`config.mk`:
```
export PLATFORM = sky130hd
export DESIGN_NAME = averaged_current_torque_velocity_ctrl
export DESIGN_NICKNAME = d
export VERILOG_FILES = /design/src/rtl/actvc_pkg.sv /design/src/rtl/averaged_current_torque_velocity_ctrl.sv
export SDC_FILE = /design/constraint.sdc
export NUM_CORES = 1
export LEC_CHECK = 0
export ABC_CLOCK_PERIOD_IN_PS = 12000
export BUFFER_PORTS_ARGS = -buffer_cell sky130_fd_sc_hd__buf_2
export CORE_MARGIN = 1.5
export CORE_UTILIZATION = 40
export DETAILED_ROUTE_END_ITERATION = 8
export PLACE_DENSITY_LB_ADDON = 0.08
export SLEW_MARGIN = 20
export SYNTH_ARGS = -nofsm -noshare
export SYNTH_HDL_FRONTEND = slang
export SYNTH_SLANG_ARGS = --single-unit
```
`constraint.sdc`:
```
create_clock -name clk -period 12 [get_ports clk]
set_clock_uncertainty 0.2 [all_clocks]
set_input_delay 3.6 -clock clk [delete_from_list [all_inputs] [get_ports clk]]
set_output_delay 3.6 -clock clk [all_outputs]
set_load 0.005 [all_outputs]
```
`src/rtl/actvc_pkg.sv`:
```
package actvc_pkg;

  // Field widths of the channels.
  localparam int ID_W       = 8;
  localparam int CURR_W     = 16;
  localparam int TORQ_W     = 16;
  localparam int RPM_CFG_W  = 6;
  localparam int OUT_W      = 9;
  localparam int CFG_IDX_W  = 2;
  localparam int CFG_DATA_W = 8;

  // Default window depth for the top level.
  localparam int WINDOW_DEPTH_DEF = 5;

  // Register reset values.
  localparam logic [ID_W-1:0]      MOTOR_ID_RST   = 8'd1;
  localparam logic [RPM_CFG_W-1:0] DEADBAND_RST   = 6'd3;
  localparam logic [RPM_CFG_W-1:0] SATURATION_RST = 6'd55;

  typedef enum logic [CFG_IDX_W-1:0] {
    REG_MOTOR_ID   = 2'd0,
    REG_DEADBAND   = 2'd1,
    REG_SATURATION = 2'd2
  } cfg_reg_t;

  typedef enum logic {
    OP_TORQUE = 1'b0,
    OP_SAMPLE = 1'b1
  } op_t;

  // rpm = (50*N*T - 324*sum) / (1800*N); in Q.8 this is 32*X / (225*N).
  localparam int TORQ_GAIN_PER_TAP = 50;
  localparam int CURR_GAIN         = 324;
  localparam int DIV_BASE          = 225;
  localparam int DIV_NUM           = 32;
  localparam int DIV_K             = 33;
  localparam int Q_FRAC            = 8;

  // Largest rpm limit the 6-bit registers can give, and a magnitude just above it.
  localparam int MAX_LIM = 2 ** RPM_CFG_W - 1;
  localparam int Q_CAP   = MAX_LIM * (2 ** Q_FRAC) + 1;
  localparam int Q_W     = $clog2(Q_CAP + 1);

  // Register counts = rpm_q8 * 125 / 7328, exact through a rounded-up reciprocal.
  localparam int     REG_NUM = 125;
  localparam int     REG_DEN = 7328;
  localparam int     REG_K   = 27;
  localparam longint REG_M   = ((longint'(REG_NUM) << REG_K) + REG_DEN - 1) / REG_DEN;
  localparam int     REG_M_W = $clog2(REG_M + 1);
  localparam int     REG_R_W = 9;
  localparam int     REG_MAX = 255;

endpackage

```
`src/rtl/averaged_current_torque_velocity_ctrl.sv`:
```
// Averaged-current torque to velocity controller.
//
// Input channel (in_valid/in_ready) carries one beat per item. An item with
// operation set to torque stores the desired torque and gives no result. A
// status sample whose id matches the motor_id register enters a sliding window
// of the last WINDOW_DEPTH current samples; samples of other motors are dropped.
// Once the window is full, each matching sample gives one goal velocity beat
// on the output channel (out_valid/out_ready).
// The configuration channel (cfg_valid/cfg_ready) is always ready and writes
// motor_id, deadband_rpm or saturation_rpm by index; indexes beyond these are
// ignored. Registers should only be written while no result is outstanding.
// Throughput is one item per cycle while the output is not stalled. The window
// sum is kept as a running total, and the error, scaling by reciprocal
// multiplication, deadband and clamp, and the conversion to register counts sit
// in a six-stage pipeline; out_valid is registered behind stages s1 to s5.
// When the receiver stalls, each stage keeps its beat and empty stages still
// fill, so six samples that give results are taken before in_ready falls.
// A synchronous reset restores the register defaults, empties the window and
// the pipeline and clears the held torque.
module averaged_current_torque_velocity_ctrl
  import actvc_pkg::*;
#(
  parameter int WINDOW_DEPTH = WINDOW_DEPTH_DEF
) (
  input  logic                         clk,
  input  logic                         rst,

  input  logic                         in_valid,
  output logic                         in_ready,
  input  logic                         operation,
  input  logic [ID_W-1:0]              sample_motor_id,
  input  logic signed [CURR_W-1:0]     current_raw,
  input  logic signed [TORQ_W-1:0]     torque_mnm,

  output logic                         out_valid,
  input  logic                         out_ready,
  output logic signed [OUT_W-1:0]      goal_velocity_reg,

  input  logic                         cfg_valid,
  output logic                         cfg_ready,
  input  logic [CFG_IDX_W-1:0]         cfg_index,
  input  logic [CFG_DATA_W-1:0]        cfg_data
);

  // Widths and constants that follow from the window depth.
  localparam int     PTR_W    = (WINDOW_DEPTH > 1) ? $clog2(WINDOW_DEPTH) : 1;
  localparam int     FILL_W   = $clog2(WINDOW_DEPTH + 1);
  localparam int     SUM_W    = CURR_W + $clog2(WINDOW_DEPTH);
  localparam int     X_W      = SUM_W + 11;
  localparam int     DIV_D    = DIV_BASE * WINDOW_DEPTH;
  localparam longint DIV_M    = ((longint'(DIV_NUM) << DIV_K) + DIV_D - 1) / DIV_D;
  localparam int     M_W      = $clog2(DIV_M + 1);
  localparam longint AMAX     = (longint'(Q_CAP) * DIV_D + DIV_NUM - 1) / DIV_NUM;
  localparam int     A_W      = $clog2(AMAX + 1);
  localparam int     P_W      = A_W + M_W;
  localparam int     P2_W     = Q_W + REG_M_W;

  localparam logic signed [X_W-1:0] TORQ_GAIN = X_W'(TORQ_GAIN_PER_TAP * WINDOW_DEPTH);
  localparam logic signed [X_W-1:0] CUR_GAIN  = X_W'(CURR_GAIN);
  localparam logic [X_W-1:0]        AMAX_X    = X_W'(AMAX);

  // Configuration registers.
  logic [ID_W-1:0]      motor_id;
  logic [RPM_CFG_W-1:0] deadband_rpm;
  logic [RPM_CFG_W-1:0] saturation_rpm;

  assign cfg_ready = 1'b1;

  always_ff @(posedge clk) begin
    if (rst) begin
      motor_id       <= MOTOR_ID_RST;
      deadband_rpm   <= DEADBAND_RST;
      saturation_rpm <= SATURATION_RST;
    end else if (cfg_valid && cfg_ready) begin
      unique case (cfg_index)
        REG_MOTOR_ID:   motor_id       <= cfg_data;
        REG_DEADBAND:   deadband_rpm   <= cfg_data[RPM_CFG_W-1:0];
        REG_SATURATION: saturation_rpm <= cfg_data[RPM_CFG_W-1:0];
        default: begin
        end
      endcase
    end
  end

  // Stage handshake. A stage takes a new beat when it is empty or its beat
  // moves on in the same cycle, so bubbles close up behind a stalled output.
  logic s1_valid, s2_valid, s3_valid, s4_valid, s5_valid;
  logic rdy1, rdy2, rdy3, rdy4, rdy5, rdy_out;

  assign rdy_out  = !out_valid || out_ready;
  assign rdy5     = !s5_valid || rdy_out;
  assign rdy4     = !s4_valid || rdy5;
  assign rdy3     = !s3_valid || rdy4;
  assign rdy2     = !s2_valid || rdy3;
  assign rdy1     = !s1_valid || rdy2;
  assign in_ready = rdy1;

  // Window state: the taps, the write position, the fill count and the
  // running sum. The oldest tap is at the write position once the window is full.
  logic signed [CURR_W-1:0] window [WINDOW_DEPTH];
  logic [PTR_W-1:0]         wr_pos;
  logic [FILL_W-1:0]        fill;
  logic signed [SUM_W-1:0]  sum;
  logic signed [TORQ_W-1:0] held_torque;

  logic                     in_fire;
  logic                     sample_hit;
  logic                     fill_full;
  logic                     fill_last;
  logic                     gives_result;
  logic signed [SUM_W-1:0]  sum_next;
  logic signed [SUM_W-1:0]  oldest;

  assign in_fire      = in_valid && in_ready;
  assign sample_hit   = (op_t'(operation) == OP_SAMPLE) && (sample_motor_id == motor_id);
  assign fill_full    = (fill == FILL_W'(WINDOW_DEPTH));
  assign fill_last    = (fill == FILL_W'(WINDOW_DEPTH - 1));
  assign gives_result = sample_hit && (fill_full || fill_last);
  assign oldest       = fill_full ? SUM_W'(window[wr_pos]) : '0;
  assign sum_next     = sum + SUM_W'(current_raw) - oldest;

  always_ff @(posedge clk) begin
    if (rst) begin
      wr_pos      <= '0;
      fill        <= '0;
      sum         <= '0;
      held_torque <= '0;
    end else if (in_fire) begin
      if (op_t'(operation) == OP_TORQUE) begin
        held_torque <= torque_mnm;
      end else if (sample_hit) begin
        sum    <= sum_next;
        wr_pos <= (wr_pos == PTR_W'(WINDOW_DEPTH - 1)) ? '0 : wr_pos + 1'b1;
        if (!fill_full) begin
          fill <= fill + 1'b1;
        end
      end
    end
  end

  always_ff @(posedge clk) begin
    if (in_fire && sample_hit) begin
      window[wr_pos] <= current_raw;
    end
  end

  // Pipeline payload.
  logic signed [SUM_W-1:0]  s1_sum;
  logic signed [TORQ_W-1:0] s1_torque;
  logic signed [X_W-1:0]    s2_x;
  logic [A_W-1:0]           s3_mag;
  logic                     s3_neg;
  logic [Q_W-1:0]           s4_q;
  logic                     s4_neg;
  logic [Q_W-1:0]           s5_v;
  logic                     s5_neg;

  logic signed [X_W-1:0]    x_next;
  logic [X_W-1:0]           mag_full;
  logic [A_W-1:0]           mag_next;
  logic [P_W-1:0]           prod;
  logic [Q_W-1:0]           db_q;
  logic [Q_W-1:0]           lim_q;
  logic [Q_W-1:0]           v_next;
  logic [P2_W-1:0]          prod2;
  logic [REG_R_W-1:0]       r_raw;
  logic [REG_R_W-1:0]       r_sat;
  logic signed [OUT_W-1:0]  reg_next;

  // Current error scaled so that rpm_q8 = 32 * x / (225 * N).
  assign x_next   = (X_W'(s1_torque) * TORQ_GAIN) - (X_W'(s1_sum) * CUR_GAIN);

  // Magnitudes above the cap land beyond any clamp limit, so they are cut
  // there; this keeps the reciprocal multiplication exact.
  assign mag_full = s2_x[X_W-1] ? X_W'(-s2_x) : X_W'(s2_x);
  assign mag_next = (mag_full > AMAX_X) ? A_W'(AMAX) : mag_full[A_W-1:0];

  assign prod     = P_W'(s3_mag) * P_W'(DIV_M);

  // Deadband first, then the clamp, both on the magnitude.
  assign db_q     = Q_W'({deadband_rpm, Q_FRAC'(0)});
  assign lim_q    = Q_W'({saturation_rpm, Q_FRAC'(0)});
  always_comb begin
    if (s4_q < db_q) begin
      v_next = '0;
    end else if (s4_q > lim_q) begin
      v_next = lim_q;
    end else begin
      v_next = s4_q;
    end
  end

  assign prod2    = P2_W'(s5_v) * P2_W'(REG_M);
  assign r_raw    = prod2[REG_K +: REG_R_W];
  assign r_sat    = (r_raw > REG_R_W'(REG_MAX)) ? REG_R_W'(REG_MAX) : r_raw;
  assign reg_next = s5_neg ? -$signed(OUT_W'(r_sat)) : $signed(OUT_W'(r_sat));

  always_ff @(posedge clk) begin
    if (rst) begin
      s1_valid  <= 1'b0;
      s2_valid  <= 1'b0;
      s3_valid  <= 1'b0;
      s4_valid  <= 1'b0;
      s5_valid  <= 1'b0;
      out_valid <= 1'b0;
    end else begin
      if (rdy1)    s1_valid  <= in_fire && gives_result;
      if (rdy2)    s2_valid  <= s1_valid;
      if (rdy3)    s3_valid  <= s2_valid;
      if (rdy4)    s4_valid  <= s3_valid;
      if (rdy5)    s5_valid  <= s4_valid;
      if (rdy_out) out_valid <= s5_valid;
    end
  end

  always_ff @(posedge clk) begin
    if (rdy1) begin
      s1_sum    <= sum_next;
      s1_torque <= held_torque;
    end
    if (rdy2) begin
      s2_x <= x_next;
    end
    if (rdy3) begin
      s3_mag <= mag_next;
      s3_neg <= s2_x[X_W-1];
    end
    if (rdy4) begin
      s4_q   <= prod[DIV_K +: Q_W];
      s4_neg <= s3_neg;
    end
    if (rdy5) begin
      s5_v   <= v_next;
      s5_neg <= s4_neg;
    end
    if (rdy_out) begin
      goal_velocity_reg <= reg_next;
    end
  end

endmodule

```
==> out/metrics.yaml <==
grt_max_degree: 69
htree_levels: 1
antenna_found_initial: 3
slew_headroom_pct: 29.0
ant_nets: 0
worstSetupStartpoint: "out_ready"
io_pins: 68
yosys_warnings: 0
num_vias: 19100
insertion_delay_ns: 0.60
setup_viol: 0
grt_pass1_vias: 20600
drt_wl_total_um: 61600
grt_pass1_wl_um: 104000
hpwl_um: 52000
period_share_pct: 74.7
rsz0062_at_grt: "no"
synth_top_flop_cell: "edfxtp_1"
grt-ovfl-total: 0
yosysSeqAreaShare_pct: 25.0
syn_inst: 2801
async_flop_share_pct: 0
path_max_fanout: 6
io_buffers: 66
cp.arrival_ns: 5.16
min_from: "held_torque[13]"
slew_viol_final: 0
final_nets: 3817
synthAdderAreaFrac_pct: 45.0
cp.required_ns: 8.20
crit_path_end_kind: "primary output"
synth_area_leader_cell: "ha_1"
ctsHoldBuffers: 0
die-area_um2: 76600
drc_errors: 0
start_util_pct: 40.3
timing.rr.start: "s5_v[11]"
worst_slew_pin_slew_ns: 1.06
coreArea_um2: 74300
cts_resized: 0
fin_tns_setup_ns: 0
grt_usage_pct: 16.6
worstSetupStartpointType: "primary input"
finalHoldViolCount: 0
clockBufferDepth: 3
synth-seq-cells: 273
final_cell_mix: "inv_1, ha_1, fa_1, edfxtp_1, nor2_1"
wire_per_inst_um: 15.9
dr.pass1.iters: 5
hold_class: "reg2reg"
synth-simple-area-share_pct: 7.84
largest_reg_flops: 80
ys_types: 71
r2r_slack_ns: 4.04
drt_iter0_markers: 573
cap_viol_max_count: 0
synth_mux_area_share_pct: 2.95
timing_worst_setup_path_type: "in2out"
cts_root_buf: "clkbuf_16"
layout-drive-gt1-share_pct: 5.95
cts_tree: "done"
synth_compound_gate_area_share_pct: 7.57
final_common_cell: "inv_1"
synth_top_family_by_area: "adder cells"
vias_per_cell: 4.94
syn_nets: 3737
post_cts_buffers: 0
routabilityCongestion: 0.849
yosys.area.top_type_share_pct: 23.0
yosys-top-cells-area: "ha_1, fa_1, edfxtp_1"
die_x_um: 277
numCtsBuffers: 31
die_y_um: 277
layout_min_cycle_time_ns: 8.96
top_register: "window"
r2r_cells: 26
cts.sinks: 273
timing.rr.end: "goal_velocity_reg[6]"
synth.cell_area_um2: 30000
synthXorXnorAreaFrac_pct: 3.97
timing.fmax_ghz: 0.112
largestRegisters: "window: 80 flops, s2_x: 29 flops"
clkSlewWorstSetupHoldPaths_ns: 0.06
critical_path.endpoint: "in_ready"
area_growth_pct: 8.60
syn_avg_cell_area_um2: 10.7
status: "complete, no violations"
rows: 100
synth_edf_count: 203
==> synthesized netlist by cell type, types with 30 or more instances <==
library cell    n
o21ai_0        79
nand2b_1       33
ha_1          550
xnor2_1        99
nor3_1         30
xor2_1         37
nand2_1       124
fa_1          330
edfxtp_1      203
a21oi_1       120
a21o_1         32
nor2_1        136
dfxtp_1        70
inv_1         570
mux2i_1        50
==> routing by layer <==
metal	track usage (%)	vias to the layer above	part of all wire, %
met4	4.45	0	2.6
met3	1.50	74	2.3
met5	0	-	0
li1	-	9536	-
met2	30.5	163	50
met1	20.9	9358	45
==> worst min path at each step <==
| stage | endpoint | slack (ns) | depth (start not counted) |
|---|---|---|---|
| 5_1_grt | s1_torque[0] | 0.24 | 0 |
| 6_report | s1_torque[13] | 0.23 | 0 |
| 4_1_cts | s1_torque[13] | 0.23 | 0 |
| 3_3_place_gp | s1_torque[1] | 0.21 | 0 |
| 2_1_floorplan | s4_neg | 0.20 | 0 |
| 3_5_place_dp | s1_torque[13] | 0.22 | 0 |
==> area by class of cell <==
| class | count | area, µm² |
|---|---|---|
| multi-input cells | 1925 | 20200 |
| repair buffers | 80 | 435 |
| fillers | 7151 | 41800 |
| well taps | 969 | 1210 |
| inverters | 570 | 2140 |
| clock buffers | 37 | 830 |
| flip-flops and latches | 273 | 7500 |
| diodes | 1 | 2.50 |
| clock inverters | 21 | 190 |
==> through the flow <==
stage / cells / setup WS, ns / cell area [µm²] / utilization [%] / hold slack, ns
CTS: 3875 / 3.00 / 32500 / 43.8 / 0.231
detailed placement: 3817 / 3.01 / 31500 / 42.4 / 0.217
floorplan: 2801 / 2.93 / 30000 / - / 0.200
finish: 3876 / 3.04 / 32500 / 43.8 / 0.228
global route: 3875 / 2.91 / 32500 / 43.8 / 0.239
global placement: 3817 / 2.99 / 31500 / 42.4 / 0.211
==> logic make-up after synthesis <==
| logic type | Yosys count |
|---|---|
| flip-flops | 273 |
| XOR/XNOR | 136 |
| buffers and inverters | 603 |
| other | 1 |
| adder cells (fa/ha/maj) | 880 |
| multiplexers | 68 |
| AND/OR/NAND/NOR | 479 |
| AO/OA/AOI/OAI | 361 |
==> critical path: stages <==
cell and delay, ns:
buf_2 0.09, nor2b_1 0.41, and3_1 0.34, nand4_1 0.42, buf_2 0.29
Power is left out: the tool's default activity adds up to more than one toggle a clock period on the data nets, which glitch-free logic cannot reach.
